[src/design/gpc_pkg.sv]
// Package for the grouped plane contraction block: sizes, codes, payload types
// and small helper functions. It depends on nothing else.
package gpc_pkg;

  localparam int STORE_DEPTH = 4096;
  localparam int VALUE_BITS  = 16;
  localparam int MAX_DIM     = 64;

  localparam int ADDR_W      = $clog2(STORE_DEPTH);
  localparam int IDX_W       = 12;
  localparam int IN_VAL_W    = 16;
  localparam int RES_W       = 48;
  localparam int PROD_W      = 2 * VALUE_BITS;
  localparam int DIM_W       = 7;
  localparam int MODE_W      = 2;
  localparam int CMD_W       = 2;
  localparam int SIZE_W      = 31;
  localparam int CFG_IDX_W   = 3;
  localparam int CFG_DATA_W  = 7;
  localparam int QUEUE_DEPTH = 2;
  localparam int QPTR_W      = (QUEUE_DEPTH > 1) ? $clog2(QUEUE_DEPTH) : 1;
  localparam int QCNT_W      = $clog2(QUEUE_DEPTH + 1);

  localparam logic [CMD_W-1:0] CMD_LOAD_A = 2'd0;
  localparam logic [CMD_W-1:0] CMD_LOAD_B = 2'd1;
  localparam logic [CMD_W-1:0] CMD_LOAD_C = 2'd2;
  localparam logic [CMD_W-1:0] CMD_READ   = 2'd3;

  localparam logic [MODE_W-1:0] MODE_FWD = 2'd0;
  localparam logic [MODE_W-1:0] MODE_DA  = 2'd1;
  localparam logic [MODE_W-1:0] MODE_DW  = 2'd2;

  localparam logic [CFG_IDX_W-1:0] CFG_MODE    = 3'd0;
  localparam logic [CFG_IDX_W-1:0] CFG_BATCH   = 3'd1;
  localparam logic [CFG_IDX_W-1:0] CFG_GROUP   = 3'd2;
  localparam logic [CFG_IDX_W-1:0] CFG_IN_CH   = 3'd3;
  localparam logic [CFG_IDX_W-1:0] CFG_OUT_CH  = 3'd4;
  localparam logic [CFG_IDX_W-1:0] CFG_SPATIAL = 3'd5;
  localparam logic [CFG_IDX_W-1:0] CFG_PLANE   = 3'd6;

  typedef struct packed {
    logic [CMD_W-1:0]           cmd;
    logic [IDX_W-1:0]           flat_index;
    logic signed [IN_VAL_W-1:0] value;
  } in_item_t;

  typedef struct packed {
    logic signed [RES_W-1:0] result;
    logic [IDX_W-1:0]        result_index;
    logic                    index_error;
  } out_item_t;

  typedef struct packed {
    logic [MODE_W-1:0] mode;
    logic [DIM_W-1:0]  nb;
    logic [DIM_W-1:0]  ng;
    logic [DIM_W-1:0]  ni;
    logic [DIM_W-1:0]  no;
    logic [DIM_W-1:0]  ns;
    logic [DIM_W-1:0]  nl;
  } cfg_t;

  // One decoded request as it travels from the front to the back.
  typedef struct packed {
    logic                         is_read;
    logic [CMD_W-1:0]             store_sel;
    logic [IDX_W-1:0]             index;
    logic signed [VALUE_BITS-1:0] value;
  } work_t;

  typedef struct packed {
    logic [QCNT_W-1:0] level;
    logic              full;
  } queue_status_t;

  // Keep the low VALUE_BITS bits of the sign-extended load value.
  function automatic logic signed [VALUE_BITS-1:0] fit_value(
    input logic signed [IN_VAL_W-1:0] v
  );
    logic signed [63:0] w;
    w = 64'(v);
    return w[VALUE_BITS-1:0];
  endfunction

  function automatic logic [DIM_W-1:0] dim_clamp(input logic [DIM_W-1:0] v);
    return (int'(v) > MAX_DIM) ? DIM_W'(MAX_DIM) : v;
  endfunction

endpackage

[src/design/gpc_front.sv]
// Front stage of the grouped plane contraction block: accepts requests and
// decodes them into work items. Depends on gpc_pkg.
module gpc_front (
  input  logic             clk_i,
  input  logic             rst_ni,
  input  gpc_pkg::in_item_t in_data_i,
  input  logic             in_valid_i,
  output logic             in_ready_o,
  output gpc_pkg::work_t   work_o,
  output logic             work_valid_o,
  input  logic             work_ready_i
);
  import gpc_pkg::*;

  logic  vld_q, vld_d;
  work_t item_q, item_d;

  assign in_ready_o   = !vld_q || work_ready_i;
  assign work_valid_o = vld_q;
  assign work_o       = item_q;

  always_comb begin
    vld_d  = vld_q;
    item_d = item_q;
    if (in_valid_i && in_ready_o) begin
      vld_d            = 1'b1;
      item_d.is_read   = (in_data_i.cmd == CMD_READ);
      item_d.store_sel = in_data_i.cmd;
      item_d.index     = in_data_i.flat_index;
      item_d.value     = fit_value(in_data_i.value);
    end else if (work_ready_i) begin
      vld_d = 1'b0;
    end
  end

  always_ff @(posedge clk_i or negedge rst_ni) begin
    if (!rst_ni) begin
      vld_q  <= 1'b0;
      item_q <= '0;
    end else begin
      vld_q  <= vld_d;
      item_q <= item_d;
    end
  end

endmodule

[config.mk]
export PLATFORM = sky130hd
export DESIGN_NAME = gpc_front
export DESIGN_NICKNAME = d
export VERILOG_FILES = /design/src/design/gpc_pkg.sv /design/src/design/gpc_front.sv
export SDC_FILE = /design/constraint.sdc
export NUM_CORES = 1
export LEC_CHECK = 0
export ABC_AREA = 1
export BUFFER_PORTS_ARGS = -buffer_cell sky130_fd_sc_hd__buf_2
export CAP_MARGIN = 20
export CORE_UTILIZATION = 47
export DETAILED_ROUTE_END_ITERATION = 10
export PLACE_DENSITY_LB_ADDON = 0.05
export SETUP_SLACK_MARGIN = 0.02
export SLEW_MARGIN = 20
export SYNTH_ARGS = -nofsm -noshare
export SYNTH_HDL_FRONTEND = slang
export SYNTH_SLANG_ARGS = --single-unit
[constraint.sdc]
create_clock -name clk_i -period 2.85 [get_ports clk_i]
set_input_delay 0.285 -clock clk_i [delete_from_list [all_inputs] [get_ports clk_i]]
set_output_delay 0.285 -clock clk_i [all_outputs]
set_load 0.05 [all_outputs]
==> impl_metrics.py, run 1 <==
metrics = {
    "status": {
        "status": "complete, but fails checks",
        "violations": "negative hold slack",
    },
    "global_routing": {
        "grt_pass1_wl_mm": 4.15,
        "antenna_found_initial": 0,
        "grt_remaining_overflow": 0,
        "grt_pass1_vias": 991,
        "grt_max_degree": 35,
        "grt_usage_pct": 20.7,
    },
    "floorplan": {
        "floorplan.initialDensity_pct": 50.3,
        "die_w_um": 54.0,
        "die_h_um": 54.0,
        "io_pins": 67,
        "die_area_um2": 2910,
        "rows": 18,
        "core_um2": 2520,
    },
    "sta": {
        "finalCritPeriodShare_pct": 64.5,
        "rsz0062_at_grt": "no",
        "tightest_slew_ns": 0.676,
        "post-route-min-period_ns": 1.84,
        "maxSlewViolCount": 0,
        "hold_viol_final": 32,
        "whs_ns": -0.0137,
        "skew_ns": 0.00562,
        "max_slew_margin_pct": 54.9,
        "tns_ns": 0,
        "setup_violations": 0,
        "layout_setup_ws_ns": 1.01,
        "fmax_mhz": 544,
    },
    "drt": {
        "vias": 1153,
        "drt-wirelength-per-cell_um": 11.6,
        "routed_wl_mm": 2.72,
        "viasPerCell": 4.91,
        "ant_nets": 0,
        "drt-initial-drc-count": 24,
        "first_pass_iters": 4,
        "drc": 0,
    },
    "critical_path": {
        "critPathKind": "register to output pin",
        "worstReg2RegEnd": "work_o[23]",
        "worstPathArrival_ns": 1.55,
        "reg2reg_from": "work_valid_o",
        "path_max_fanout": 34,
        "crit_required_ns": 2.57,
        "reg2reg_slack_ns": 1.13,
        "reg2regPathDepth": 4,
        "startpoint_type": "register",
        "crit_path_end_kind": "output pin",
    },
    "place": {
        "placed_area_um2": 1580,
        "dp_hpwl_mm": 1.85,
        "numPlacedInstances": 227,
        "io_buffers": 66,
        "place.gp.congestion": 0.608,
        "pre_cts_ws_ns": 1.09,
    },
    "clock_network": {
        "clk_path_buf_depth": 2,
        "numClockSinks": 32,
        "cts_buffers": 5,
        "cts_hold_buf": 0,
        "htreeDepth": 2,
        "cts-resized-gates": 0,
        "cts_tree": "yes",
        "insertion_delay_ns": 0.33,
        "cts_setup_buffers": 0,
        "path_clk_slew_ns": 0.10,
        "root_buffer": "clkbuf_4",
    },
    "synth": {
        "ys_ff_latch": 32,
        "synth_cell_types": 7,
        "synthesis.nets": 174,
        "ys.warnings.count": 0,
        "yosysSeqAreaShare_pct": 63.1,
        "syn_area_um2": 1270,
        "netlist_instances": 140,
        "post_synth.cell_area_avg_um2": 9.06,
    },
    "layout": {
        "instances_no_fill": 235,
        "fin_area_um2": 1660,
        "drive_above_1_share_pct": 36.6,
        "final_nets": 238,
        "num-fill-cells": 232,
        "num_antenna_cells": 0,
        "area_growth_pct": 30.9,
    },
    "pwr": {
        "ir_worst_vdd_mv": 0.535,
        "power_density_nw_per_um2": 778,
        "p_leak_nw": 0.995,
    },
    "min_path": {
        "hold_class": "input port to asynchronous set/reset pin",
    },
    "run": {
        "max-cap-violations": 0,
    },
}
[where the power goes]
| group | switching (mW) | leakage, nW | internal [mW] |
|---|---|---|---|
| registers | 0.0313 | 0.393 | 0.515 |
| logic | 0.324 | 0.561 | 0.0889 |
| clock network | 0.149 | 0.0422 | 0.184 |
| total | 0.504 | 0.995 | 0.788 |
[cell usage in the layout (no fill, tap or decap)]
cell type  Yosys  layout
bufinv_16      0       1
clkinv_2       0       1
buf_2          6      66
clkbuf_1       0       1
nand2_1       64      64
nand3_1       31      31
clkbuf_4       0       5
dfrtp_1       32      32
nand2_2        2       2
inv_1          2       2
[layout make-up]
type	instances	area (µm²)	share of cell area, %
clock inverters	2	35.0	2.11
flip-flops and latches	32	801	48.2
well taps	30	37.5	2.26
multi-input cells	97	408	24.6
inverters	2	7.51	0.452
repair buffers	66	330	19.9
clock buffers	6	41.3	2.49
[worst max path at each step]
stage | start | end | slack, ns
6_report | work_valid_o | in_ready_o | 1.01
3_3_place_gp | work_ready_i | work_o[23] | 1.17
5_1_grt | work_valid_o | in_ready_o | 0.91
3_5_place_dp | work_ready_i | work_o[23] | 1.09
2_1_floorplan | work_valid_o | in_ready_o | 1.47
4_1_cts | work_valid_o | in_ready_o | 1.0
[worst max-delay path, stage by stage, from the launching register on]
cell and delay, ns:
dfrtp_1 0.39, nand2_2 0.45, buf_2 0.37
[cells by family (layout without fill, tap and decap cells)]
kind of cell,Yosys count,after routing,share of synthesized area [%]
buf+inv,11,76,4.73
simple gates,97,97,32.1
flops,32,32,63.1
[flip-flops by register name, summed over array words and instances (netlist names)]
| name | cells |
|---|---|
| work_o | 31 |
| work_valid_o | 1 |
[synthesized netlist by cell type (all sizes together)]
master  instances  area share, %
nand2          66             20
buf             9            4.1
inv             2           0.59
dfrtp          32             63
nand3          31             12
[per-layer routing]
layer | part of all wire (%) | global-route usage, %
met2 | 49 | 36.0
met5 | 0 | 0
met3 | 7.3 | 6.21
met4 | 1.9 | 10.5
met1 | 42 | 22.6
[metrics by stage]
step	power [mW]	utilization, %
after CTS	1.31	65.8
after global routing	1.35	65.8
after detailed placement	0.973	62.8
after floorplan	0.863	-
after global placement	0.964	62.8
final	1.29	65.8
Note: power is estimated with default switching activity, not from simulation.
==> run 2, diff against run 1 <==
Settings changed: ABC_AREA 1 to 0, CORE_UTILIZATION 47 to 44.
Clock period 2.85 ns to 1.75 ns, I/O delays scaled along.
==> run 2 against run 1 <==
- the run ends with design-rule violations left
- critical path depth grew 1
- total power grew 62%
- area after synthesis grew 4.7%
- worst setup slack worse by 0.69 ns
- combinational power rose by 85%
- first-iteration DRC count is 58% higher
==> impl_metrics.py, run 2 <==
metrics = {
    "status": {
        "status": "complete, but fails checks",
        "violations": "design-rule violations",
    },
    "min_path": {
        "min-delay-start": "in_data_i[2]",
        "hold_depth": 2,
        "whs_endpoint": "work_o[2]",
        "hold_class": "input port to register",
    },
    "pwr": {
        "pwr-share-clk_pct": 20.4,
        "power_frac_seq_pct": 43.1,
        "switching_share_pct": 38.0,
        "p_int_mw": 1.30,
        "p_total_mw": 2.09,
        "power_density_nw_per_um2": 1210,
        "switching_power_mw": 0.795,
        "combPwrFrac_pct": 36.5,
        "ir_worst_vdd_mv": 0.573,
        "p_leak_nw": 0.953,
    },
    "sta": {
        "skew_ns": 0.00373,
        "tns_ns": 0,
        "post-route-min-period_ns": 1.43,
        "hold_viol_final": 0,
        "finalCritPeriodShare_pct": 81.9,
        "tightest_slew_ns": 0.679,
        "rsz0062_at_grt": "no",
        "fmax_mhz": 698,
        "maxSlewViolCount": 0,
        "max_slew_margin_pct": 54.7,
        "whs_ns": 0.0756,
        "setup_violations": 0,
    },
    "floorplan": {
        "die_w_um": 57.0,
        "floorplan.initialDensity_pct": 47.4,
        "die_h_um": 57.0,
        "die_area_um2": 3240,
        "io_pins": 67,
        "core_um2": 2810,
        "rows": 19,
    },
    "clock_network": {
        "cts_tree": "yes",
        "numClockSinks": 32,
        "path_clk_slew_ns": 0.09,
        "clk_path_buf_depth": 2,
        "cts_buffers": 5,
        "insertion_delay_ns": 0.32,
        "htreeDepth": 2,
        "root_buffer": "clkbuf_4",
        "cts-resized-gates": 0,
    },
    "critical_path": {
        "path_delay_family": "simple AND/OR/NAND/NOR gates",
        "path_max_fanout": 31,
        "startpoint_type": "register",
        "reg2reg_slack_ns": 0.32,
        "reg2regPathDepth": 3,
        "crit_required_ns": 1.96,
        "crit_path_end_kind": "register",
        "crit_buf_inv": 0,
        "worstPathArrival_ns": 1.64,
        "reg2reg_from": "work_valid_o",
        "path_cells": "nand2b_4, nand2_4, mux2_2",
        "critPathKind": "register to register",
        "max_stage_delay_ns": 0.43,
        "worstReg2RegEnd": "work_o[23]",
        "crit_slowest_cell": "nand2_4",
    },
    "synth": {
        "synth_edf_count": 0,
        "post_synth.cell_area_avg_um2": 19.0,
        "synth_cell_types": 9,
        "yosys.area.top_type_share_pct": 60.3,
        "ys.warnings.count": 0,
        "synthTopCellsByArea": "dfrtp_1 (60%), mux2_4 (33%), buf_6 (2.5%)",
        "ys_ff_latch": 32,
        "netlist_instances": 70,
        "yosysMostFrequentCell": "dfrtp_1",
        "yosysSeqAreaShare_pct": 60.3,
        "synth_ff_type": "dfrtp_1",
        "yosys.area.top_type": "dfrtp_1",
        "async_reset_ff_share_pct": 100,
        "synthTopCellsByCount": "dfrtp_1 (32), mux2_4 (29), buf_6 (3)",
        "syn_area_um2": 1330,
        "synthesis.nets": 104,
    },
    "place": {
        "place.gp.congestion": 0.630,
        "io_buffers": 66,
        "numPlacedInstances": 164,
    },
    "drt": {
        "ant_nets": 0,
        "routed_wl_mm": 2.29,
        "drc": 10,
        "vias": 826,
        "first_pass_iters": 7,
        "drt-wirelength-per-cell_um": 13.2,
        "viasPerCell": 4.77,
        "drt-initial-drc-count": 38,
    },
    "run": {
        "max-cap-violations": 0,
    },
    "global_routing": {
        "grt_pass1_vias": 867,
        "grt_usage_pct": 16.7,
        "antenna_found_initial": 0,
        "grt_max_degree": 33,
        "grt_remaining_overflow": 0,
        "grt_pass1_wl_mm": 3.99,
    },
    "layout": {
        "final_cell_mix": "buf_2 (66), dfrtp_1 (32), mux2_4 (29)",
        "largest_reg_flops": 31,
        "final_nets": 175,
        "drive_above_1_share_pct": 73.9,
        "instances_no_fill": 173,
        "final_common_cell": "buf_2",
        "area_growth_pct": 30.4,
        "num_antenna_cells": 0,
    },
}
## run 2: cell types whose count changed after synthesis, sizes merged
cell	change
nand3	-31
nand2	-65
mux2	+30
nand2b	+2
buf	-6
inv	-2
nand4	+1
a21bo	+1
## run 2: what timing repair did
action / in CTS / in global routing
hold endpoints to repair: 32 / 0
endpoints found under the setup margin: 0 / 0
setup buffers: 0 / 0
hold buffers: 1 / 0
## run 2: cell families (layout without fill, tap and decap cells)
| kind of cell | after synthesis | in the layout | share of synthesized area, % |
|---|---|---|---|
| compound gates | 1 | 1 | 0.753 |
| simple gates | 4 | 4 | 2.83 |
| flops | 32 | 32 | 60.3 |
| mux | 30 | 30 | 33.6 |
| buf+inv | 3 | 75 | 2.54 |
## run 2: area by class of cell
type | count | area, µm²
Fill cell | 237 | 1070
Tap cell | 31 | 38.8
Multi-Input combinational cell | 35 | 494
Sequential cell | 32 | 801
Timing Repair Buffer | 67 | 340
Clock buffer | 8 | 58.8
## run 2: metal layers
layer	vias up	share of wire (%)	GRT usage, %
met3	6	8.9	7.48
met1	395	42	20.7
met5	-	0	0
met2	39	47	25.2
met4	0	1.7	7.32
li1	386	-	-
## run 2: how the worst max path moves through the flow
| stage | depth (start not counted) | start | slack [ns] | end |
|---|---|---|---|---|
| after floorplan | 4 | work_valid_o | 0.13 | work_o[0] |
| after CTS | 3 | work_valid_o | 0.28 | work_o[23] |
| after detailed placement | 3 | work_valid_o | 0.30 | work_o[23] |
| after global placement | 3 | work_valid_o | 0.36 | work_o[23] |
| after global routing | 3 | work_valid_o | 0.24 | work_o[23] |
| final | 3 | work_valid_o | 0.32 | work_o[23] |
## run 2: power by group through the flow
| stage | Clock [mW] | Sequential [mW] | Combinational [mW] |
|---|---|---|---|
| 2_1_floorplan | 0 | 1.29 | 0.208 |
| 3_3_place_gp | 0 | 0.910 | 0.765 |
| 3_5_place_dp | 0 | 0.914 | 0.770 |
| 4_1_cts | 0.449 | 0.903 | 0.771 |
| 5_1_grt | 0.484 | 0.918 | 0.799 |
| 6_report | 0.427 | 0.902 | 0.763 |
## run 2: metrics by stage
step	setup WS (ns)	cell area (µm²)	util [%]
3_5_place_dp	0.300	1660	59.3
5_1_grt	0.236	1730	61.8
3_3_place_gp	0.362	1660	59.3
4_1_cts	0.279	1730	61.8
2_1_floorplan	0.133	1330	-
6_report	0.317	1730	61.8
## run 2: worst register-to-register path: stages, from the launching register on
cell and delay [ns]:
dfrtp_1 0.41, nand2b_4 0.09, nand2_4 0.43, mux2_2 0.40
