===== config.mk =====
export PLATFORM = sky130hd
export DESIGN_NAME = gpc_queue
export DESIGN_NICKNAME = d
export VERILOG_FILES = /design/src/design/gpc_pkg.sv /design/src/design/gpc_queue.sv
export SDC_FILE = /design/constraint.sdc
export NUM_CORES = 1
export LEC_CHECK = 0
export BUFFER_PORTS_ARGS = -buffer_cell sky130_fd_sc_hd__buf_2
export CORE_ASPECT_RATIO = 0.6
export CORE_MARGIN = 8
export CORE_UTILIZATION = 51
export CTS_CLUSTER_SIZE = 16
export DETAILED_ROUTE_END_ITERATION = 12
export PLACE_DENSITY_LB_ADDON = 0.2
export SLEW_MARGIN = 5
export SYNTH_ARGS = -nofsm -noshare
export SYNTH_HDL_FRONTEND = slang
export SYNTH_SLANG_ARGS = --single-unit
export TNS_END_PERCENT = 50

===== constraint.sdc =====
create_clock -name clk_i -period 2.7 [get_ports clk_i]
set_input_delay 0.135 -clock clk_i [delete_from_list [all_inputs] [get_ports clk_i]]
set_output_delay 0.135 -clock clk_i [all_outputs]
set_load 0.05 [all_outputs]

===== src/design/gpc_pkg.sv =====
// Package for the grouped plane contraction block: sizes, codes, payload types
// and small helper functions. It depends on nothing else.
package gpc_pkg;

  localparam int STORE_DEPTH = 4096;
  localparam int VALUE_BITS  = 16;
  localparam int MAX_DIM     = 64;

  localparam int ADDR_W      = $clog2(STORE_DEPTH);
  localparam int IDX_W       = 12;
  localparam int IN_VAL_W    = 16;
  localparam int RES_W       = 48;
  localparam int PROD_W      = 2 * VALUE_BITS;
  localparam int DIM_W       = 7;
  localparam int MODE_W      = 2;
  localparam int CMD_W       = 2;
  localparam int SIZE_W      = 31;
  localparam int CFG_IDX_W   = 3;
  localparam int CFG_DATA_W  = 7;
  localparam int QUEUE_DEPTH = 2;
  localparam int QPTR_W      = (QUEUE_DEPTH > 1) ? $clog2(QUEUE_DEPTH) : 1;
  localparam int QCNT_W      = $clog2(QUEUE_DEPTH + 1);

  localparam logic [CMD_W-1:0] CMD_LOAD_A = 2'd0;
  localparam logic [CMD_W-1:0] CMD_LOAD_B = 2'd1;
  localparam logic [CMD_W-1:0] CMD_LOAD_C = 2'd2;
  localparam logic [CMD_W-1:0] CMD_READ   = 2'd3;

  localparam logic [MODE_W-1:0] MODE_FWD = 2'd0;
  localparam logic [MODE_W-1:0] MODE_DA  = 2'd1;
  localparam logic [MODE_W-1:0] MODE_DW  = 2'd2;

  localparam logic [CFG_IDX_W-1:0] CFG_MODE    = 3'd0;
  localparam logic [CFG_IDX_W-1:0] CFG_BATCH   = 3'd1;
  localparam logic [CFG_IDX_W-1:0] CFG_GROUP   = 3'd2;
  localparam logic [CFG_IDX_W-1:0] CFG_IN_CH   = 3'd3;
  localparam logic [CFG_IDX_W-1:0] CFG_OUT_CH  = 3'd4;
  localparam logic [CFG_IDX_W-1:0] CFG_SPATIAL = 3'd5;
  localparam logic [CFG_IDX_W-1:0] CFG_PLANE   = 3'd6;

  typedef struct packed {
    logic [CMD_W-1:0]           cmd;
    logic [IDX_W-1:0]           flat_index;
    logic signed [IN_VAL_W-1:0] value;
  } in_item_t;

  typedef struct packed {
    logic signed [RES_W-1:0] result;
    logic [IDX_W-1:0]        result_index;
    logic                    index_error;
  } out_item_t;

  typedef struct packed {
    logic [MODE_W-1:0] mode;
    logic [DIM_W-1:0]  nb;
    logic [DIM_W-1:0]  ng;
    logic [DIM_W-1:0]  ni;
    logic [DIM_W-1:0]  no;
    logic [DIM_W-1:0]  ns;
    logic [DIM_W-1:0]  nl;
  } cfg_t;

  // One decoded request as it travels from the front to the back.
  typedef struct packed {
    logic                         is_read;
    logic [CMD_W-1:0]             store_sel;
    logic [IDX_W-1:0]             index;
    logic signed [VALUE_BITS-1:0] value;
  } work_t;

  typedef struct packed {
    logic [QCNT_W-1:0] level;
    logic              full;
  } queue_status_t;

  // Keep the low VALUE_BITS bits of the sign-extended load value.
  function automatic logic signed [VALUE_BITS-1:0] fit_value(
    input logic signed [IN_VAL_W-1:0] v
  );
    logic signed [63:0] w;
    w = 64'(v);
    return w[VALUE_BITS-1:0];
  endfunction

  function automatic logic [DIM_W-1:0] dim_clamp(input logic [DIM_W-1:0] v);
    return (int'(v) > MAX_DIM) ? DIM_W'(MAX_DIM) : v;
  endfunction

endpackage


===== src/design/gpc_queue.sv =====
// Short work queue between the front and the back of the grouped plane
// contraction block. Depends on gpc_pkg.
module gpc_queue (
  input  logic                  clk_i,
  input  logic                  rst_ni,
  input  gpc_pkg::work_t        push_data_i,
  input  logic                  push_valid_i,
  output logic                  push_ready_o,
  output gpc_pkg::work_t        pop_data_o,
  output logic                  pop_valid_o,
  input  logic                  pop_ready_i,
  output gpc_pkg::queue_status_t status_o
);
  import gpc_pkg::*;

  work_t             slot_q [QUEUE_DEPTH];
  logic [QPTR_W-1:0] wr_q, wr_d, rd_q, rd_d;
  logic [QCNT_W-1:0] cnt_q, cnt_d;
  logic              push, pop;

  assign push_ready_o    = (cnt_q != QCNT_W'(QUEUE_DEPTH));
  assign pop_valid_o     = (cnt_q != '0);
  assign pop_data_o      = slot_q[rd_q];
  assign push            = push_valid_i && push_ready_o;
  assign pop             = pop_valid_o && pop_ready_i;
  assign status_o.level  = cnt_q;
  assign status_o.full   = !push_ready_o;

  always_comb begin
    wr_d  = wr_q;
    rd_d  = rd_q;
    cnt_d = cnt_q;
    if (push) begin
      wr_d = (wr_q == QPTR_W'(QUEUE_DEPTH - 1)) ? '0 : wr_q + 1'b1;
    end
    if (pop) begin
      rd_d = (rd_q == QPTR_W'(QUEUE_DEPTH - 1)) ? '0 : rd_q + 1'b1;
    end
    if (push && !pop) begin
      cnt_d = cnt_q + 1'b1;
    end else if (pop && !push) begin
      cnt_d = cnt_q - 1'b1;
    end
  end

  always_ff @(posedge clk_i or negedge rst_ni) begin
    if (!rst_ni) begin
      wr_q  <= '0;
      rd_q  <= '0;
      cnt_q <= '0;
    end else begin
      wr_q  <= wr_d;
      rd_q  <= rd_d;
      cnt_q <= cnt_d;
    end
  end

  always_ff @(posedge clk_i) begin
    if (push) begin
      slot_q[wr_q] <= push_data_i;
    end
  end

endmodule


==> reports/qor.csv, run 1 <==
stage,metric,value,unit
worst_setup_path,worst-path fanout max,20,
yosys,"area leader, netlist",edfxtp_1,
yosys,"Async S/R FF share, synth",6.061,%
run,# Max-Cap Violations,0,
worst_setup_path,worst r2r dst,slot_q[0][7]$_DFFE_PP_,
yosys,Adder-Cell Fraction of Synth Area,0.4815,%
clock_network,CTS Buffer Depth,2,
grt,total gr overflow,0,
yosys,Synthesis Warnings,0,
yosys,top-count cell post-synth,edfxtp_1,
power,PwrDens,1236,nW/µm²
yosys,Area contributors post-synth,"edfxtp_1 72%, mux2_4 17%, dfrtp_1 3.9%",
drt,via total after detailed routing,1383,
yosys,leading cell types by count after synthesis,"62 x edfxtp_1, 29 x mux2_4, 4 x dfrtp_1",
place,DP Wirelength,3162,µm
worst_setup_path,critical path type,reg2out,
layout,ant diodes,0,
place,DP Worst Slack,0.8551,ns
clock_network,clock slew seen by the registers of the worst setup and hold paths,0.06,ns
min_path,Hold Startpoint,push_data_i[22],
clock_network,worst skew pair latency,0.32,ns
yosys,Compound-Gate Fraction of Synth Area,0,%
grt,initial antenna violation count,0,
place,dpl cells,252,
worst_setup_path,reg2reg setup slack,0.88,ns
yosys,"Avg Cell Area, Syn",22.40,µm²
timing,Final setup viols,0,
worst_setup_path,Worst Reg2Reg Path Length in Cells,3,
yosys,largest family of logic cells by synthesized area,multiplexers,
timing,clk_skew,0.004289,ns
min_path,Hold EP,slot_q[0][22]$_DFFE_PP_,
clock_network,Num CTS Buffers,9,
timing,unrepaired setup endpoints after global routing,false,
floorplanning,Die W,108.2,µm
drt,DR iter-0 viols,53,
drt,DRC viols,0,
min_path,hold crit path type,in2reg,
clock_network,"Hold-fix buffers, CTS",31,
clock_network,post-CTS setup buffer count,0,
timing,Max Clk Rate,487.2,MHz
yosys,mux share of post-synthesis cell area,17.62,%
floorplanning,starting density of the core,52.19,%
clock_network,CTS root buf,clkbuf_8,
yosys,Post-synth EDFFs,62,
worst_setup_path,Startpoint Class,register,
floorplanning,Chip Height,71.30,µm
timing,max-slew violations,0,
place,Placer Congestion,0.6966,
timing,measured slew at the worst slew-check pin,0.8899,ns
timing,Fin. Hold Viols,0,
layout,fin util,70.65,%
worst_setup_path,RR Startpoint,cnt_q[0]$_DFFE_PN0P_,
timing,Final Cycle Share,76.02,%
timing,Setup TNS,0,ns
floorplanning,Core Area,4980,µm²
drt,WL/cell,15.71,µm
drt,vias per cell,4.625,
clock_network,clock sink total,66,
yosys,Syn Std Cell Area,2599,µm²
grt,vias in the first global route,1572,
power,peak supply drop,936.5,µV
floorplanning,I/O pin total,71,
clock_network,TritonCTS clock tree,built,
worst_setup_path,CP required,2.57,ns
floorplanning,full die area,7711,µm²
grt,first-pass GRT wire length,7362,µm
drt,DR pass1 iterations,4,
worst_setup_path,CP endpoint kind,primary output,
worst_setup_path,CP Data Arrival Time,1.92,ns
floorplanning,Site Rows,20,
layout,proportion of layout cells with a drive suffix above 1,52.36,%
yosys,top-area cell type share of the netlist area,71.64,%
layout,final non-filler cell total,299,
yosys,Main synth FF type,edfxtp_1,
grt,GRT Total Usage,12.67,%
timing,Tmin final,2.052,ns
yosys,simple-gate share of the synthesized area,1.685,%
timing,Relative slew margins,40.54,%
drt,total wire length,4697,µm
min_path,hold-critical path depth,1,
timing,Hold Slack,0.02365,ns
clock_network,post-CTS sizing,0,
timing,final worst slack,0.6476,ns
drt,Final ANT Viol Nets,0,
power,Static Leak,1.462,nW
yosys,syn nets,152,
yosys,"Distinct cells, synth",16,
outcome,status,completed,
grt,largest net degree at the start of global routing,32,
yosys,Yosys reg bits,66,
layout,Area growth syn-to-layout,35.39,%
clock_network,CTS H-tree depth,3,
place,IO buf count,70,
layout,nets,264,
yosys,synthesized instance count,116,
yosys,sequential element share of the synthesized area,75.49,%
yosys,Post-Synth XOR/XNOR Area,1.685,%
[critical path, cell delays in order, from the launching register on]
cell and delay (ns):
dfrtp_2 0.76, buf_4 0.30, mux2_4 0.31, buf_2 0.21
[state kept, by name, indices dropped and copies added, names as in the netlist]
name and flops:
wr_q 1, slot_q 62, cnt_q 2, rd_q 1
[how the worst max path moves through the flow]
stage,from,endpoint,slack (ns),depth (start not counted)
after floorplan,cnt_q[0]$_DFFE_PN0P_,slot_q[0][0]$_DFFE_PP_,0.31,3
after global placement,cnt_q[0]$_DFFE_PN0P_,slot_q[0][15]$_DFFE_PP_,0.94,3
after detailed placement,cnt_q[0]$_DFFE_PN0P_,slot_q[0][16]$_DFFE_PP_,0.86,3
after CTS,rd_q$_DFFE_PN0P_,pop_data_o[5],0.59,3
after global routing,rd_q$_DFFE_PN0P_,pop_data_o[22],0.55,3
final,rd_q$_DFFE_PN0P_,pop_data_o[5],0.65,3
[logic make-up after synthesis]
kind of cell               count (synthesis)
adders and majority gates                  1
buffers and inverters                      6
and+or+nand+nor                            7
DFF                                       66
muxes                                     31
xor gates and xnor gates                   5
[per-stage QoR]
step / power [W] / area [µm²]
finish: 0.004348 / 3518
global placement: 0.003477 / 2999
global route: 0.004523 / 3518
CTS: 0.004408 / 3518
detailed placement: 0.003516 / 2999
floorplan: 0.003206 / 2601
[cell usage in the layout, fill, tap and decap left out, types with 3 or more instances in the layout]
| master | Yosys | layout |
|---|---|---|
| clkbuf_8 | 0 | 9 |
| dfrtp_1 | 4 | 3 |
| xnor2_1 | 3 | 3 |
| mux2_4 | 29 | 29 |
| dlygate4sd3_1 | 0 | 31 |
| buf_2 | 0 | 70 |
| buf_4 | 0 | 4 |
| edfxtp_1 | 62 | 62 |
[routing by layer]
layer / global-route usage [%] / routed length (µm) / share of wire (%)
met1: 13.60 / 1928 / 41
met2: 21.09 / 2330 / 50
met3: 5.551 / 365 / 7.8
met4: 5.963 / 73 / 1.6
met5: 0 / 0 / 0
[area by class of cell]
| type | instances | area (µm²) |
|---|---|---|
| fillers | 330 | 1461 |
| multi-input cells | 44 | 565.5 |
| inverters | 2 | 7.507 |
| clock inverters | 6 | 81.33 |
| well taps | 66 | 82.58 |
| repair buffers | 105 | 690.7 |
| clock buffers | 10 | 127.6 |
| flip-flops and latches | 66 | 1963 |
[power breakdown]
group	internal, W	leakage (nW)	switching [W]
clock	0.000514	0.105	0.000337
combinational	0.000648	0.735	0.00128
sequential	0.00141	0.622	0.000160
Power figures use the tool's default switching activity.
==> inputs of run 2 (changes only) <==
--- a/config.mk
+++ b/config.mk
@@ -5,10 +5,11 @@
 export SDC_FILE = /design/constraint.sdc
 export NUM_CORES = 1
 export LEC_CHECK = 0
+export ABC_AREA = 1
 export BUFFER_PORTS_ARGS = -buffer_cell sky130_fd_sc_hd__buf_2
 export CORE_ASPECT_RATIO = 0.6
 export CORE_MARGIN = 8
-export CORE_UTILIZATION = 51
+export CORE_UTILIZATION = 46
 export CTS_CLUSTER_SIZE = 16
 export DETAILED_ROUTE_END_ITERATION = 12
 export PLACE_DENSITY_LB_ADDON = 0.2
==> constraint.sdc (replaced) <==
create_clock -name clk_i -period 1.7 [get_ports clk_i]
set_input_delay 0.085 -clock clk_i [delete_from_list [all_inputs] [get_ports clk_i]]
set_output_delay 0.085 -clock clk_i [all_outputs]
set_load 0.05 [all_outputs]
==> run 2 against run 1 <==
Compared with the run above: non-clock buffer count grew 6; clock-buffer cell count unchanged; register-to-register slack worse by 0.53 ns; wire length grew 15%; first-iteration DRC count increased by 15%; combinational power is 75% higher.
==> reports/qor.csv, run 2 <==
stage,metric,value,unit,change
worst_setup_path,reg2reg setup slack,0.35,ns,was 0.88 ns
worst_setup_path,Startpoint Class,register,,unchanged
drt,DR pass1 iterations,4,,unchanged
yosys,synthesized instance count,195,,was 116
layout,Multi-input gate area,475.5,µm²,was 565.5 µm²
layout,fillcell total,393,,was 330
timing,unrepaired setup endpoints after global routing,false,,unchanged
clock_network,post-CTS setup buffer count,0,,unchanged
timing,Final setup viols,0,,unchanged
clock_network,clock sink total,66,,unchanged
timing,Fin. Hold Viols,0,,unchanged
yosys,Compound-Gate Fraction of Synth Area,0,%,unchanged
power,Static Leak,1.535,nW,was 1.462 nW
timing,Tmin final,1.566,ns,
drt,WL/cell,14.26,µm,was 15.71 µm
layout,Area growth syn-to-layout,38.16,%,was 35.39%
grt,GRT Total Usage,13.73,%,was 12.67%
floorplanning,Die W,111.5,µm,was 108.2 µm
layout,most frequent cells in the layout,"101 x nand2_1, 70 x buf_2, 62 x edfxtp_1",,"was 70 x buf_2, 62 x edfxtp_1, 31 x dlygate4sd3_1"
place,DP Worst Slack,0.3450,ns,was 0.8551 ns
layout,proportion of layout cells with a drive suffix above 1,33.12,%,was 52.36%
yosys,"Avg Cell Area, Syn",12.90,µm²,was 22.40 µm²
yosys,sequential element share of the synthesized area,78.01,%,was 75.49%
yosys,largest family of logic cells by synthesized area,simple AND/OR/NAND/NOR gates,,was multiplexers
grt,vias in the first global route,1820,,was 1572
clock_network,"Hold-fix buffers, CTS",32,,was 31
drt,via total after detailed routing,1682,,was 1383
layout,Reg area,1964,µm²,was 1963 µm²
drt,vias per cell,4.426,,was 4.625
drt,Final ANT Viol Nets,0,,unchanged
worst_setup_path,crit-path cells,inv_2 -> buf_4 -> nand2_1 -> nand2_1 -> buf_2,,was buf_4 -> mux2_4 -> buf_2
timing,Relative slew margins,82.60,%,was 40.54%
yosys,syn nets,231,,was 152
yosys,Yosys reg bits,66,,unchanged
clock_network,Num CTS Buffers,9,,unchanged
yosys,mux share of post-synthesis cell area,0,%,was 17.62%
place,IO buf count,70,,unchanged
floorplanning,Site Rows,20,,unchanged
clock_network,TritonCTS clock tree,built,,unchanged
power,Clk pwr share,17.0,%,was 19.6%
clock_network,worst skew pair latency,0.32,ns,about the same
worst_setup_path,"Largest stage delay, worst path",0.40,ns,was 0.76 ns
layout,largest registers,"slot_q: 62 flops, cnt_q: 2 flops",,unchanged
power,sequential share of power,34.1,%,was 36.1%
yosys,top-count cell post-synth,nand2_1,,was edfxtp_1
clock_network,CTS H-tree depth,3,,unchanged
power,Combinational Power Share,48.9,%,was 44.4%
layout,ant diodes,0,,unchanged
worst_setup_path,CP Data Arrival Time,1.48,ns,was 1.92 ns
power,Final Power,0.006883,W,was 0.004348 W
clock_network,CTS Buffer Depth,2,,unchanged
yosys,Post-Synth XOR/XNOR Area,0.3483,%,was 1.685%
yosys,"Distinct cells, synth",14,,was 16
yosys,Adder-Cell Fraction of Synth Area,0.4975,%,was 0.4815%
layout,nets,346,,was 264
timing,Max Clk Rate,638.5,MHz,
worst_setup_path,worst-path fanout max,10,,was 20
grt,initial antenna violation count,0,,unchanged
place,Placer Congestion,0.7553,,was 0.6966
floorplanning,Chip Height,73.28,µm,was 71.30 µm
yosys,simple-gate share of the synthesized area,17.66,%,was 1.685%
worst_setup_path,critical path type,reg2out,,unchanged
floorplanning,Core Area,5155,µm²,was 4980 µm²
yosys,"area leader, netlist",edfxtp_1,,unchanged
timing,final worst slack,0.1338,ns,was 0.6476 ns
worst_setup_path,CP endpoint kind,primary output,,unchanged
worst_setup_path,cell mode on critical path,nand2_1,,
yosys,leading cell types by count after synthesis,"102 x nand2_1, 62 x edfxtp_1, 6 x inv_1",,"was 62 x edfxtp_1, 29 x mux2_4, 4 x dfrtp_1"
grt,first-pass GRT wire length,8694,µm,was 7362 µm
power,Switching Share,47.26,%,was 40.91%
floorplanning,starting density of the core,48.79,%,was 52.19%
grt,largest net degree at the start of global routing,19,,was 32
yosys,Syn Std Cell Area,2515,µm²,was 2599 µm²
layout,"commonest non-fill, non-tap cell in the layout",nand2_1,,was buf_2
yosys,Main synth FF type,edfxtp_1,,unchanged
min_path,hold crit path type,in2reg,,unchanged
timing,Final Cycle Share,92.13,%,
floorplanning,I/O pin total,71,,unchanged
run,# Max-Cap Violations,0,,unchanged
layout,Largest Register,slot_q,,unchanged
floorplanning,full die area,8167,µm²,was 7711 µm²
worst_setup_path,CP required,1.62,ns,was 2.57 ns
clock_network,clock slew seen by the registers of the worst setup and hold paths,0.06,ns,about the same
yosys,"Async S/R FF share, synth",6.061,%,unchanged
drt,DRC viols,0,,unchanged
yosys,Post-synth EDFFs,62,,unchanged
clock_network,post-CTS sizing,0,,unchanged
power,P_sw,0.003253,W,was 0.001779 W
worst_setup_path,slowest CP cell,dfrtp_1,,was dfrtp_2
power,peak supply drop,1018,µV,was 936.5 µV
drt,total wire length,5417,µm,was 4697 µm
grt,total gr overflow,0,,unchanged
clock_network,CTS root buf,clkbuf_8,,unchanged
power,Pint,0.003630,W,was 0.002569 W
timing,Hold Slack,0.04667,ns,was 0.02365 ns
timing,measured slew at the worst slew-check pin,0.2627,ns,was 0.8899 ns
yosys,Synthesis Warnings,0,,unchanged
yosys,Area contributors post-synth,"edfxtp_1 74%, nand2_1 15%, dfrtp_1 4.0%",,"was edfxtp_1 72%, mux2_4 17%, dfrtp_1 3.9%"
layout,max reg flops,62,,unchanged
yosys,top-area cell type share of the netlist area,74.03,%,was 71.64%
power,PwrDens,1981,nW/µm²,was 1236 nW/µm²
outcome,status,completed,,unchanged
timing,clk_skew,0.002348,ns,was 0.004289 ns
place,DP Wirelength,3698,µm,was 3162 µm
drt,DR iter-0 viols,61,,was 53
timing,max-slew violations,0,,unchanged
==> run 2: power groups by stage <==
stage               Combinational [W]  Sequential [W]  Clock [W]
floorplan                     0.00248         0.00244          0
global placement              0.00332         0.00237          0
detailed placement            0.00335         0.00238          0
CTS                           0.00341         0.00235    0.00121
global route                  0.00360         0.00238    0.00127
finish                        0.00337         0.00235    0.00117
==> run 2: layout make-up <==
class / instances / area share (%)
clock buffer: 10 / 3.673
clock inverter: 5 / 1.332
inverter: 9 / 1.152
multi-input combinational: 113 / 13.68
sequential: 66 / 56.54
tap: 66 / 2.377
timing repair buffer: 111 / 21.25
==> run 2: logic make-up after synthesis <==
| family | Yosys count |
|---|---|
| xor+xnor | 1 |
| fa+ha+maj | 1 |
| buf+inv | 16 |
| flops | 66 |
| simple gates | 111 |
==> run 2: metal layers <==
layer  part of all wire (%)  track usage, %  up-vias
met3                    5.8           6.260        4
met1                     45           15.12      759
li1                       -               -      875
met4                    1.1           6.608        0
met2                     48           22.50       44
met5                      0               0        -
==> run 2: path summary, 6_finish.rpt <==
kind | from | to | cells past startpoint
worst min register to register | wr_q$_DFFE_PN0P_ | wr_q$_DFFE_PN0P_ | 2
min in group asynchronous | rst_ni | cnt_q[1]$_DFFE_PN0P_ | 2
max in group asynchronous | rst_ni | cnt_q[0]$_DFFE_PN0P_ | 2
worst max register to register | cnt_q[1]$_DFFE_PN0P_ | slot_q[1][19]$_DFFE_PP_ | 6
worst min-delay path | pop_ready_i | rd_q$_DFFE_PN0P_ | 3
worst max-delay path | rd_q$_DFFE_PN0P_ | pop_data_o[2] | 5
==> run 2: critical path: cells and delay by family (launching register included) <==
kind / cells / cell delay [ns]
and+or+nand+nor: 2 / 0.13
buffers and inverters: 3 / 0.62
DFF: 1 / 0.40
==> run 2: through the flow <==
step	area (µm²)	TNS (ns)	std cells	utilization (%)
after floorplan	2534	-13.85	195	-
after global placement	2980	0	333	57.82
after detailed placement	2980	0	333	57.82
after CTS	3475	0	380	67.40
after global routing	3475	0	380	67.40
final	3475	0	380	67.40
==> inputs of run 3 (changes only) <==
--- a/config.mk
+++ b/config.mk
@@ -6,12 +6,12 @@
 export NUM_CORES = 1
 export LEC_CHECK = 0
 export ABC_AREA = 1
-export BUFFER_PORTS_ARGS = -buffer_cell sky130_fd_sc_hd__buf_2
 export CORE_ASPECT_RATIO = 0.6
 export CORE_MARGIN = 8
-export CORE_UTILIZATION = 46
+export CORE_UTILIZATION = 55
 export CTS_CLUSTER_SIZE = 16
 export DETAILED_ROUTE_END_ITERATION = 12
+export DONT_BUFFER_PORTS = 1
 export PLACE_DENSITY_LB_ADDON = 0.2
 export SLEW_MARGIN = 5
 export SYNTH_ARGS = -nofsm -noshare
==> run 3 against run 2 <==
Compared with the run above: first-iteration DRC count grew 54%; die area fell by 14%; total power rose by 18%; highest routed layer unchanged; largest power group unchanged; flip-flop and latch count unchanged.
==> reports/qor.csv, run 3 (synthesis gave the netlist of run 2 again) <==
stage,metric,value,unit,change
outcome,status,completed,,unchanged
timing,Tmin final,1.560,ns,was 1.566 ns
place,Area after DPL,3254,µm²,was 2980 µm²
layout,fin util,83.46,%,was 67.40%
min_path,hold crit path type,in2async,,was in2reg
layout,nets,310,,was 346
layout,Largest Register,slot_q,,unchanged
timing,max-slew violations,0,,unchanged
clock_network,CTS Buffer Depth,2,,unchanged
clock_network,worst skew pair latency,0.33,ns,was 0.32 ns
power,Combinational Power Share,58.3,%,was 48.9%
clock_network,CTS root buf,clkbuf_8,,unchanged
clock_network,clock slew seen by the registers of the worst setup and hold paths,0.06,ns,about the same
floorplanning,Chip Height,68.38,µm,was 73.28 µm
drt,DR iter-0 viols,94,,was 61
grt,initial antenna violation count,0,,unchanged
floorplanning,Site Rows,19,,was 20
layout,Area growth syn-to-layout,49.10,%,was 38.16%
layout,largest registers,"slot_q: 62 flops, cnt_q: 2 flops",,unchanged
timing,final worst slack,0.1396,ns,was 0.1338 ns
run,# Max-Cap Violations,0,,unchanged
place,IO buf count,0,,was 70
power,peak supply drop,1317,µV,was 1018 µV
grt,total gr overflow,0,,unchanged
drt,vias per cell,4.950,,was 4.426
worst_setup_path,CP required,1.62,ns,about the same
worst_setup_path,Worst Reg2Reg Path Length in Cells,8,,was 6
timing,Max Clk Rate,640.8,MHz,was 638.5 MHz
power,sequential share of power,28.9,%,was 34.1%
clock_network,TritonCTS clock tree,built,,unchanged
place,DP Worst Slack,0.2939,ns,was 0.3450 ns
timing,Setup TNS,0,ns,unchanged
power,Clk pwr share,12.8,%,was 17.0%
floorplanning,I/O pin total,71,,unchanged
power,Final Power,0.008157,W,was 0.006883 W
clock_network,CTS H-tree depth,3,,unchanged
grt,first-pass GRT wire length,8956,µm,was 8694 µm
drt,WL/cell,16.79,µm,was 14.26 µm
worst_setup_path,worst-path fanout max,32,,was 10
grt,GRT Total Usage,17.64,%,was 13.73%
worst_setup_path,RR Startpoint,cnt_q[1]$_DFFE_PN0P_,,unchanged
layout,max reg flops,62,,unchanged
drt,Final ANT Viol Nets,0,,unchanged
timing,unrepaired setup endpoints after global routing,false,,unchanged
layout,most frequent cells in the layout,"101 x nand2_1, 62 x edfxtp_1, 34 x dlygate4sd3_1",,"was 101 x nand2_1, 70 x buf_2, 62 x edfxtp_1"
worst_setup_path,Startpoint Class,register,,unchanged
place,Placer Congestion,0.6647,,was 0.7553
layout,post-route cell area,3750,µm²,was 3475 µm²
power,P_sw,0.003553,W,was 0.003253 W
layout,proportion of layout cells with a drive suffix above 1,24.10,%,was 33.12%
drt,via total after detailed routing,1688,,was 1682
timing,clk_skew,0.009290,ns,was 0.002348 ns
grt,largest net degree at the start of global routing,33,,was 19
clock_network,clock sink total,66,,unchanged
floorplanning,full die area,7064,µm²,was 8167 µm²
floorplanning,starting density of the core,55.97,%,was 48.79%
timing,Final setup viols,0,,unchanged
clock_network,Num CTS Buffers,9,,unchanged
place,DP Wirelength,3785,µm,was 3698 µm
timing,Relative slew margins,77.55,%,was 82.60%
worst_setup_path,CP endpoint kind,primary output,,unchanged
power,Pint,0.004604,W,was 0.003630 W
power,Switching Share,43.56,%,was 47.26%
drt,DRC viols,0,,unchanged
power,Static Leak,1.542,nW,was 1.535 nW
timing,Final Cycle Share,91.79,%,was 92.13%
floorplanning,Core Area,4493,µm²,was 5155 µm²
layout,ant diodes,0,,unchanged
power,PwrDens,2175,nW/µm²,was 1981 nW/µm²
drt,total wire length,5726,µm,was 5417 µm
layout,"commonest non-fill, non-tap cell in the layout",nand2_1,,unchanged
worst_setup_path,crit path launch,rd_q$_DFFE_PN0P_,,unchanged
worst_setup_path,CP Data Arrival Time,1.48,ns,about the same
timing,measured slew at the worst slew-check pin,0.3368,ns,was 0.2627 ns
worst_setup_path,critical path type,reg2out,,unchanged
floorplanning,Die W,103.3,µm,was 111.5 µm
grt,vias in the first global route,1772,,was 1820
timing,Fin. Hold Viols,0,,unchanged
drt,DR pass1 iterations,6,,was 4
[run 3: changes by cell type in the layout (fill, tap and decap cells not counted)]
cell and delta:
buf_2 -70, inv_2 -1, buf_4 +1, clkinv_1 -3, clkinv_2 +1, bufinv_16 -1
buf_12 +31, inv_4 +1, clkbuf_1 +2, clkinvlp_4 +1, dlygate4sd3_1 +2
[run 3: layout make-up]
cell class | count | area, µm²
Clock buffer | 12 | 135.1
Tap cell | 63 | 78.83
Sequential cell | 66 | 1964
Fill cell | 213 | 743.2
Inverter | 9 | 42.54
Timing Repair Buffer | 75 | 1036
Clock inverter | 3 | 17.52
Multi-Input combinational cell | 113 | 475.5
[run 3: metal layers]
layer / part of all wire, % / GRT usage (%) / up-vias
met1: 35 / 17.39 / 812
met5: 0 / 0 / -
li1: - / - / 802
met2: 53 / 31.12 / 60
met4: 2.3 / 8.408 / 0
met3: 9.6 / 8.731 / 14
[run 3: path summary, 6_finish.rpt]
path | to | slack [ns]
max | pop_data_o[28] | 0.14
min | rd_q$_DFFE_PN0P_ | 0.05
max reg2reg | cnt_q[1]$_DFFE_PN0P_ | 0.26
min reg2reg | wr_q$_DFFE_PN0P_ | 0.51
max in group asynchronous | cnt_q[0]$_DFFE_PN0P_ | 1.45
min in group clk_i | wr_q$_DFFE_PN0P_ | 0.08
[run 3: timing repair]
action	in CTS	in global routing
hold buffers	34	0
endpoints found under the hold margin	68	0
setup endpoints to repair	0	9
resized for setup	0	2
buffers inserted	0	0
[run 3: power by group through the flow]
stage	registers, W	clock network [W]	logic [W]
3_3_place_gp	0.00235	0	0.00459
4_1_cts	0.00234	0.00105	0.00478
3_5_place_dp	0.00238	0	0.00468
6_report	0.00236	0.00104	0.00476
5_1_grt	0.00238	0.00114	0.00498
2_1_floorplan	0.00244	0	0.00248
[run 3: worst max-delay path, cell delays in order (launching register included)]
cell and delay (ns):
dfrtp_1 0.38, buf_4 0.34, nand2_1 0.10, nand2_1 0.16, buf_12 0.16
[run 3: stage by stage]
stage / hold slack (ns) / std cells
4_1_cts: 0.04873 / 341
2_1_floorplan: -0.2106 / 195
3_5_place_dp: -0.2105 / 292
5_1_grt: 0.04621 / 341
6_report: 0.04669 / 341
3_3_place_gp: -0.2105 / 292
